## src/rtl/core/trace_record_ring_buffer_assert.svh

```systemverilog
// Assertion helpers for the trace buffer; clk and rst come from the using scope.
`ifndef TRACE_RECORD_RING_BUFFER_ASSERT_SVH
`define TRACE_RECORD_RING_BUFFER_ASSERT_SVH

// same-cycle implication
`define TRB_ASSERT_NOW(label, ante, cons) \
  label: assert property (@(posedge clk) disable iff (rst) (ante) |-> (cons)) \
    else $error("trace buffer check failed");

// next-cycle implication
`define TRB_ASSERT_NEXT(label, ante, cons) \
  label: assert property (@(posedge clk) disable iff (rst) (ante) |=> (cons)) \
    else $error("trace buffer check failed");

`endif

```

## src/rtl/core/trb_pkg.sv

```systemverilog
`timescale 1ns / 1ps

package trb_pkg;

  localparam int DEPTH_DEF      = 1024;
  localparam int STAMP_BITS_DEF = 64;

  localparam int STAMP_W    = 64;
  localparam int AGE_W      = 10;
  localparam int SLOTS_W    = 11;
  localparam int CNT_W      = 32;
  localparam int CFG_IDX_W  = 1;
  localparam int CFG_DATA_W = 11;

  localparam logic OP_LOG  = 1'b0;
  localparam logic OP_READ = 1'b1;

  localparam logic [CFG_IDX_W-1:0] REG_SLOTS_IN_USE   = 1'b0;
  localparam logic [CFG_IDX_W-1:0] REG_STOP_WHEN_FULL = 1'b1;

  typedef struct packed {
    logic             overrun_flag;
    logic [CNT_W-1:0] wrap;
    logic [CNT_W-1:0] wc;
  } status_t;

endpackage

```

## src/rtl/core/trb_status.sv

```systemverilog
`timescale 1ns / 1ps

module trb_status #(
  parameter int DEPTH = trb_pkg::DEPTH_DEF,
  parameter int PW    = $clog2(DEPTH + 1)
) (
  input  logic                      stop,
  input  logic [PW-1:0]             slots,
  input  logic [PW-1:0]             wp,
  input  trb_pkg::status_t          st,
  output logic [PW-1:0]             stored,
  output logic                      overrun,
  output logic [trb_pkg::CNT_W-1:0] lost,
  output logic [trb_pkg::CNT_W-1:0] oldest
);

  logic [trb_pkg::CNT_W-1:0] slots32;

  assign slots32 = trb_pkg::CNT_W'(slots);
  assign overrun = stop ? st.overrun_flag : (st.wrap != '0);

  always_comb begin
    if (st.wc == '0)
      stored = '0;
    else if (!stop && st.overrun_flag)
      stored = slots;
    else if (wp < slots)
      stored = wp;
    else
      stored = slots;
  end

  assign lost = (overrun && (st.wc > slots32)) ? st.wc - slots32 : '0;

  always_comb begin
    if (st.wc == '0)
      oldest = '0;
    else if (stop || !overrun)
      oldest = trb_pkg::CNT_W'(1);
    else
      oldest = lost + trb_pkg::CNT_W'(1);
  end

endmodule

```

## config.mk

```make
export PLATFORM = sky130hd
export DESIGN_NAME = trb_status
export DESIGN_NICKNAME = d
export VERILOG_FILES = /design/src/rtl/core/trace_record_ring_buffer_assert.svh /design/src/rtl/core/trb_pkg.sv /design/src/rtl/core/trb_status.sv
export SDC_FILE = /design/constraint.sdc
export NUM_CORES = 1
export LEC_CHECK = 0
export BUFFER_PORTS_ARGS = -buffer_cell sky130_fd_sc_hd__buf_2
export CAP_MARGIN = 30
export CORE_MARGIN = 2
export CORE_UTILIZATION = 48
export DETAILED_ROUTE_END_ITERATION = 16
export PLACE_DENSITY = 0.93
export SLEW_MARGIN = 5
export SYNTH_ARGS = -nofsm -noshare
export SYNTH_HDL_FRONTEND = slang
export SYNTH_SLANG_ARGS = --single-unit
```

## constraint.sdc

```tcl
create_clock -name vclk -period 9
set_clock_uncertainty 0.05 [all_clocks]
set_input_delay 1.8 -clock vclk [all_inputs]
set_output_delay 1.8 -clock vclk [all_outputs]
set_load 0.1 [all_outputs]
```

==> impl_metrics.yaml <==
run_status:
  status: "completed"
floorplan:
  dieWidth_um: 83.4
  initial_core_util_pct: 50.2
  die_area_um2: 6960
  rows: 28
  dieHeight_um: 83.4
  fp.coreArea_um2: 6030
  ios: 164
timing:
  slew_viol_final: 0
  worst_pin_slew_ns: 0.791
  fin_setup_tns_ns: 0
  period_minus_slack_ns: 7.98
  min_period_over_period_pct: 88.7
  worst_slack_ns: 1.02
  max_slew_margin_pct: 47.0
  finalHoldViolations: 0
  whs_ns: 4.05
  rsz0062_at_grt: "no"
  finalSetupViolCount: 0
  max_freq_mhz: 125
cells_and_area:
  diodes: 0
  utilization_pct: 65.3
  syn2layout_area_growth_pct: 29.9
  clkbuf_count: 0
  drive_gt1_share_pct: 31.6
  n_fill_cell: 567
  nFlopsAndLatches: 0
  nNetsFinal: 740
  final-seq-area_um2: 0
detailed_routing:
  first_pass_iters: 5
  drc: 0
  wl_per_cell_um: 16.5
  ant_nets: 0
  vias: 4371
  post_drt_via_cell_ratio: 6.23
  drt-initial-drc-count: 397
  wirelength_um: 11600
pwr:
  power_frac_clock_pct: 0
  p_comb_share_pct: 100.0
  ir_drop_uv: 143
  power.leakage_nw: 1.84
  p_sw_mw: 0.396
  seqPwrFrac_pct: 0
  power_density_nw_per_um2: 126
  internal_power_mw: 0.101
  p_sw_share_pct: 79.7
  total_power_mw: 0.497
synth:
  yosysTopAreaCell: "ha_1"
  syn_nets: 589
  synth_cell_type_count: 70
  synth.most_common_cell: "nor2_1"
  synth_seq_area_share_pct: 0
  synth_area_per_cell_um2: 6.33
  synth_area_um2: 3030
  ys_warn_count: 0
  synthCells: 478
  synthTopCellsByArea: "ha_1 (9.1%), nor2_1 (8.4%), xnor2_1 (6.4%), a21oi_1 (6.3%), nand3_1 (5.5%)"
  yosys.area.top_type_share_pct: 9.09
  ys_top_cells_by_count: "nor2_1 (68), a21oi_1 (38), nand3_1 (33)"
worst_setup_path:
  critPathLaunchType: "input port"
  critPathCaptureType: "output port"
  crit_required_ns: 7.15
  path_max_fanout: 8
  path_class: "in2out"
  cp.arrival_ns: 6.13
worst_hold_path:
  hold_depth: 4
  holdCritPathClass: "in2out"
global_routing:
  use_met1_pct: 42.7
  grt_usage_pct: 31.5
  grt_pass1_vias: 3991
  grt_max_degree: 36
  overflow: 0
  grt_pass1_wl_um: 18900
  use_met2_pct: 53.9
  busiest_layer: "met2"
  antenna_found_initial: 0
  grtUsageMet3_pct: 3.58
placed_design:
  io_buffers: 164
  dp_slack_ns: 1.06
  dp_hpwl_um: 9920
  gp_congestion: 1.01
clocking:
  cts-resized-gates: 0
  postCtsSetupRepairBufs: 0
  cts_hold_buf: 0
run:
  max-cap-violations: 0
critical path: stages:
cell       delay, ns
buf_2           0.11
ha_1            0.23
fa_1            0.42
nand2b_2        0.23
a211oi_4        0.36
a2bb2oi_1       0.27
a21bo_2         0.22
nand2_2         0.11
nor2_4          0.14
ha_1            0.21
nand2_1         0.09
nor3_1          0.41
nand3_1         0.31
or4_1           0.59
a21oi_2         0.17
buf_2           0.44
cells by family (layout without fill, tap and decap cells):
kind of cell / Yosys count / count (layout) / share of synthesized area, %
simple gates: 255 / 255 / 46.6
compound gates: 123 / 123 / 27.1
buf+inv: 40 / 189 / 5.62
xor+xnor: 34 / 34 / 9.83
fa+ha+maj: 23 / 23 / 9.75
mux: 3 / 3 / 1.03
path summary, 6_finish.rpt:
kind	startpoint	end	slack, ns
worst max-delay path	slots[0]	oldest[28]	1.02
worst min-delay path	slots[6]	stored[6]	4.05
through the flow:
| stage | std cells | cell area [um2] |
|---|---|---|
| 2_1_floorplan | 478 | 3080 |
| 3_3_place_gp | 701 | 3930 |
| 3_5_place_dp | 702 | 3930 |
| 4_1_cts | 702 | 3930 |
| 5_1_grt | 702 | 3930 |
| 6_report | 702 | 3930 |
routing by layer:
layer | vias up | part of all wire, %
met2 | 257 | 48
met4 | 0 | 1.5
li1 | 2090 | -
met3 | 18 | 9.1
met5 | - | 0
met1 | 2006 | 42
area by class of cell:
class | instances | area, um2 | share of cell area [%]
Inverter | 21 | 78.8 | 2.00
Multi-Input combinational cell | 438 | 2910 | 74.0
Tap cell | 75 | 93.8 | 2.39
Timing Repair Buffer | 168 | 848 | 21.6
power by group through the flow:
stage,clock (mW),sequential [mW],combinational [mW]
detailed placement,0,0,0.492
floorplan,0,0,0.402
global placement,0,0,0.485
global route,0,0,0.520
finish,0,0,0.497
CTS,0,0,0.493
placed cells by master, fill, tap and decap left out, types with 3 or more instances in the layout:
| cell | instances |
|---|---|
| xor2_1 | 12 |
| nor2b_1 | 6 |
| a31oi_1 | 5 |
| inv_1 | 20 |
| o21ai_0 | 27 |
| buf_2 | 165 |
| a21boi_0 | 3 |
| ha_1 | 22 |
| a21oi_1 | 29 |
| and3_1 | 11 |
| nand4_1 | 11 |
| or4_1 | 8 |
| nand4b_1 | 3 |
| and2_1 | 8 |
| a21oi_2 | 10 |
| nor3_1 | 17 |
| nand2_1 | 28 |
| nor4_1 | 20 |
| o31ai_1 | 5 |
| nand2b_1 | 9 |
| xnor2_1 | 22 |
| a21o_1 | 10 |
| o21a_1 | 5 |
| nand3_1 | 33 |
| nor2_1 | 66 |
| buf_4 | 3 |
| or3_1 | 13 |
Note: power is estimated with default switching activity, not from simulation.
