## src/rtl/core/trace_record_ring_buffer_assert.svh

```systemverilog
// Assertion helpers for the trace buffer; clk and rst come from the using scope.
`ifndef TRACE_RECORD_RING_BUFFER_ASSERT_SVH
`define TRACE_RECORD_RING_BUFFER_ASSERT_SVH

// same-cycle implication
`define TRB_ASSERT_NOW(label, ante, cons) \
  label: assert property (@(posedge clk) disable iff (rst) (ante) |-> (cons)) \
    else $error("trace buffer check failed");

// next-cycle implication
`define TRB_ASSERT_NEXT(label, ante, cons) \
  label: assert property (@(posedge clk) disable iff (rst) (ante) |=> (cons)) \
    else $error("trace buffer check failed");

`endif

```

## src/rtl/core/trb_pkg.sv

```systemverilog
`timescale 1ns / 1ps

package trb_pkg;

  localparam int DEPTH_DEF      = 1024;
  localparam int STAMP_BITS_DEF = 64;

  localparam int STAMP_W    = 64;
  localparam int AGE_W      = 10;
  localparam int SLOTS_W    = 11;
  localparam int CNT_W      = 32;
  localparam int CFG_IDX_W  = 1;
  localparam int CFG_DATA_W = 11;

  localparam logic OP_LOG  = 1'b0;
  localparam logic OP_READ = 1'b1;

  localparam logic [CFG_IDX_W-1:0] REG_SLOTS_IN_USE   = 1'b0;
  localparam logic [CFG_IDX_W-1:0] REG_STOP_WHEN_FULL = 1'b1;

  typedef struct packed {
    logic             overrun_flag;
    logic [CNT_W-1:0] wrap;
    logic [CNT_W-1:0] wc;
  } status_t;

endpackage

```

## src/rtl/core/trb_ctrl.sv

```systemverilog
`timescale 1ns / 1ps

module trb_ctrl #(
  parameter int DEPTH = trb_pkg::DEPTH_DEF,
  parameter int PW    = $clog2(DEPTH + 1),
  parameter int AW    = (DEPTH > 1) ? $clog2(DEPTH) : 1
) (
  input  logic                      clk,
  input  logic                      rst,
  input  logic                      accept,
  input  logic                      opcode,
  input  logic [trb_pkg::AGE_W-1:0] age_position,
  input  logic                      stop,
  input  logic [PW-1:0]             slots,
  input  logic [PW-1:0]             stored,
  output logic [PW-1:0]             wp,
  output trb_pkg::status_t          st,
  output logic                      wr_en,
  output logic [AW-1:0]             wr_addr,
  output logic                      rd_en,
  output logic [AW-1:0]             rd_addr,
  output logic                      read_hit
);

  localparam int IW = ((PW > trb_pkg::AGE_W) ? PW : trb_pkg::AGE_W) + 1;

  logic             full;
  logic             log_item;
  logic [PW-1:0]    wp_next;
  trb_pkg::status_t st_next;
  logic [IW-1:0]    start;
  logic [IW-1:0]    sum;
  logic [IW-1:0]    idx;

  assign full     = (wp >= slots);
  assign log_item = accept && (opcode == trb_pkg::OP_LOG);

  // a full buffer is noticed on the write that finds the pointer at the end
  always_comb begin
    wp_next = wp;
    st_next = st;
    if (log_item) begin
      if (full) begin
        st_next.overrun_flag = 1'b1;
        if (!stop) begin
          wp_next = PW'(1);
          if (st.wrap != '1)
            st_next.wrap = st.wrap + trb_pkg::CNT_W'(1);
        end
      end else begin
        wp_next = wp + PW'(1);
      end
      if (st.wc != '1)
        st_next.wc = st.wc + trb_pkg::CNT_W'(1);
    end
  end

  always_ff @(posedge clk) begin
    if (rst) begin
      wp <= '0;
      st <= '0;
    end else begin
      wp <= wp_next;
      st <= st_next;
    end
  end

  assign wr_en   = log_item && !(full && stop);
  assign wr_addr = full ? '0 : wp[AW-1:0];

  // age zero maps to the slot under the pointer once wrapped
  assign start    = (!stop && st.overrun_flag && (wp < slots)) ? IW'(wp) : '0;
  assign sum      = start + IW'(age_position);
  assign idx      = (sum >= IW'(slots)) ? sum - IW'(slots) : sum;
  assign rd_en    = accept && (opcode == trb_pkg::OP_READ);
  assign rd_addr  = idx[AW-1:0];
  assign read_hit = (opcode == trb_pkg::OP_READ) && (IW'(age_position) < IW'(stored));

endmodule

```

## config.mk

```make
export PLATFORM = sky130hd
export DESIGN_NAME = trb_ctrl
export DESIGN_NICKNAME = d
export VERILOG_FILES = /design/src/rtl/core/trace_record_ring_buffer_assert.svh /design/src/rtl/core/trb_pkg.sv /design/src/rtl/core/trb_ctrl.sv
export SDC_FILE = /design/constraint.sdc
export NUM_CORES = 1
export LEC_CHECK = 0
export BUFFER_PORTS_ARGS = -buffer_cell sky130_fd_sc_hd__buf_4
export CAP_MARGIN = 20
export CORE_MARGIN = 3
export CORE_UTILIZATION = 50
export CTS_CLUSTER_DIAMETER = 200
export DETAILED_ROUTE_END_ITERATION = 8
export PLACE_DENSITY = 0.76
export SYNTH_ARGS = -nofsm -noshare
export SYNTH_HDL_FRONTEND = slang
export SYNTH_SLANG_ARGS = --single-unit
```

## constraint.sdc

```tcl
create_clock -name clk -period 6.3 [get_ports clk]
set_input_delay 0.315 -clock clk [delete_from_list [all_inputs] [get_ports clk]]
set_output_delay 0.315 -clock clk [all_outputs]
set_load 0.02 [all_outputs]
```

==> flow_summary.toml <==
[outcome]
outcome = "complete, no violations"

[global_routing]
grt_pass1_wl_um = 22950
grt_pass1_vias = 4898
gr-usage-all-layers = 0.2370
grt.overflow.total = 0
antenna_found_initial = 0
grt_max_degree = 80

[yosys]
syn_nets = 731
ys_ff_latch = 76
syn-cell-area_um2 = 5271
async_flop_share = 0
synth_edf_count = 0
synth.distinct_cells = 62
ys_warn_count = 0
synth-seq-area-share = 0.2886
postSynthCellCount = 648
ys.flop_type = "dfxtp_1"
syn_avg_cell_area_um2 = 8.135

[power]
swShare = 0.2780
clkPwrFrac = 0.326
seqPwrFrac = 0.500
p_leak_nw = 2.830
combPwrFrac = 0.174
max-vdd-ir-drop_mv = 0.1292
p_switching_mw = 0.2695
powerDensity_nw_per_um2 = 148.3
p_int_mw = 0.6999

[clock_tree]
cts_root_buf = "clkbuf_8"
cts-buffers-inserted = 9
cts_hold_buf = 0
post_cts_resized = 0
cts_buffer_depth = 2
clock-sinks = 76
clk_pin_slew_ns = 0.07
h-tree-depth = 3
postCtsSetupRepairBufs = 0
clk_latency_ns = 0.34
cts_tree = "built"

[detailed_routing]
vias = 5220
ant_nets = 0
wl_per_cell_um = 15.49
wl_um = 14130
drc = 0
dr.pass1.iters = 5
viasPerCell = 5.724
drt_iter0_markers = 305

[timing]
period_share = 0.9208
max_freq_ghz = 0.1724
skew_ns = 0.01136
setup_tns_ns = 0
worst_slew_pin_slew_ns = 0.8410
finalSetupViolCount = 0
slew-limit-headroom = 0.4394
hold_viol = 0
period_needed_ns = 5.801
final_max_slew_viol_count = 0
fin_hold_ws_ns = 0.3833
rsz0062_at_grt = "no"

[placed_design]
hpwlAfterDp_um = 10710
gp_congestion = 0.9526
placed_area_um2 = 6379
port_buffers = 135

[critical_path]
path_cells = "inv_1, ha_1, nor2b_2, o21ai_2, a211oi_4, nor4_1, buf_4, and2_1, ha_1, fa_1, a21o_1, a21oi_1, o21ai_0, o41a_1, a21o_1, a21oi_1, xnor2_1, ha_1, o21a_1, nor2_1, a21oi_1, a21oi_4, mux2_2, buf_4"
end_kind = "output port"
worst_path_largest_cell_delay_ns = 0.45
arrival_ns = 5.49
startpoint = "wp[0]"
path_delay_family = "compound AO/OA/AOI/OAI gates"
cp_slowest_cell = "dfxtp_1"
path_max_fanout = 12
path_buf_inv = 3
criticalPathCategory = "reg2out"
r2r_start = "wp[6]"
critPathLaunchType = "register"
crit_required_ns = 5.98

[finish]
stdcell_area_um2 = 6538
antenna_cells = 0
drive_above_1_share = 0.2259
synthToLayoutAreaGrowth_pct = 24.02
fill_cells = 888
nets = 858
regArea_um2 = 1521
final_cell_mix = "buf_4, dfxtp_1, nor2_1"
final_common_cell = "buf_4"
post-route-util = 0.6538
multi_input_area_um2 = 3538

[floorplan]
die_w_um = 108.7
rows = 36
core_um2 = 10000
io_pins = 136
initial_core_util = 0.5272
die_area_um2 = 11810
fp.dieH_um = 108.7

[flow_run]
drv_cap = 0

[min_path]
min_from = "stop"
min_path_type = "in2reg"
==> synth_stat cells, drive strengths merged, types with 2 or more instances <==
master | n | area (um2)
o211ai | 2 | 15.01
xor2 | 30 | 262.8
or4 | 9 | 67.56
nor3b | 2 | 25.02
nand4 | 23 | 156.4
or3 | 14 | 92.59
nor4 | 5 | 31.28
a21o | 9 | 67.56
o31ai | 9 | 67.56
nor3 | 18 | 100.1
fa | 2 | 40.04
mux2i | 3 | 30.03
nand2 | 38 | 142.6
o41ai | 2 | 17.52
a211o | 2 | 17.52
a211oi | 4 | 47.54
nor2 | 73 | 274.0
clkbuf | 17 | 63.81
buf | 5 | 31.28
and2 | 23 | 143.9
a21oi | 53 | 276.5
nand3b | 2 | 15.01
a2bb2oi | 3 | 26.28
inv | 31 | 116.4
nor2b | 6 | 40.04
a22oi | 2 | 15.01
o311a | 2 | 20.02
dfxtp | 76 | 1521
nand3 | 35 | 175.2
and4 | 10 | 90.09
a31oi | 4 | 25.02
ha | 44 | 550.5
o21ai | 22 | 113.9
and3 | 8 | 55.05
mux2 | 9 | 101.4
xnor2 | 27 | 236.5
nand2b | 7 | 43.79
o21a | 3 | 22.52
o21bai | 3 | 22.52
==> final cells by class <==
| type | count | share of cell area |
|---|---|---|
| Multi-Input combinational cell | 519 | 0.5412 |
| Sequential cell | 76 | 0.2327 |
| Timing Repair Buffer | 138 | 0.1585 |
| Tap cell | 133 | 0.02545 |
| Clock buffer | 11 | 0.02010 |
| Inverter | 31 | 0.01780 |
| Clock inverter | 4 | 0.004211 |
==> registers in the layout, summed over array words and instances, names as in the netlist <==
signal and cells:
st 65, wp 11
==> kinds of logic after synthesis <==
group,synth area share
AO/OA/AOI/OAI,0.1562
flip-flops,0.2886
adder cells (fa/ha/maj),0.1120
buffers and inverters,0.04011
AND/OR/NAND/NOR,0.2834
XOR/XNOR,0.09471
multiplexers,0.02492
==> power groups by stage <==
stage,combinational (mW),sequential (mW),clock [mW]
floorplan,0.106,0.498,0
global placement,0.164,0.496,0
detailed placement,0.168,0.496,0
CTS,0.169,0.485,0.321
global route,0.187,0.486,0.335
finish,0.169,0.485,0.316
==> through the flow <==
stage	power [mW]	instances	setup WS (ns)
global route	1.008	912	0.1330
global placement	0.6599	897	0.9686
floorplan	0.6043	648	1.192
finish	0.9694	912	0.4989
detailed placement	0.6644	897	0.8286
CTS	0.9750	912	0.4826
==> path summary, 6_finish.rpt <==
path           endpoint  slack [ns]  cells after the start
max reg2reg      st[50]        3.31                      9
min              st[56]        0.38                      5
max          rd_addr[2]        0.50                     24
min reg2reg      st[50]        0.50                      2
==> layer usage <==
metal | part of all wire | GRT usage | wire [um] | vias up
li1 | - | - | - | 2590
met1 | 0.43 | 0.3010 | 6122 | 2447
met2 | 0.49 | 0.4162 | 6927 | 162
met3 | 0.065 | 0.04440 | 918 | 21
met4 | 0.011 | 0.05500 | 160 | 0
met5 | 0 | 0 | 0 | -
==> worst min-delay path, cell delays in order <==
cell and delay, ns:
buf_4 0.09, nor2_1 0.05, nand3_1 0.09, xor2_1 0.07
nor2_1 0.07
No activity file was read; power rests on OpenSTA's default activity.
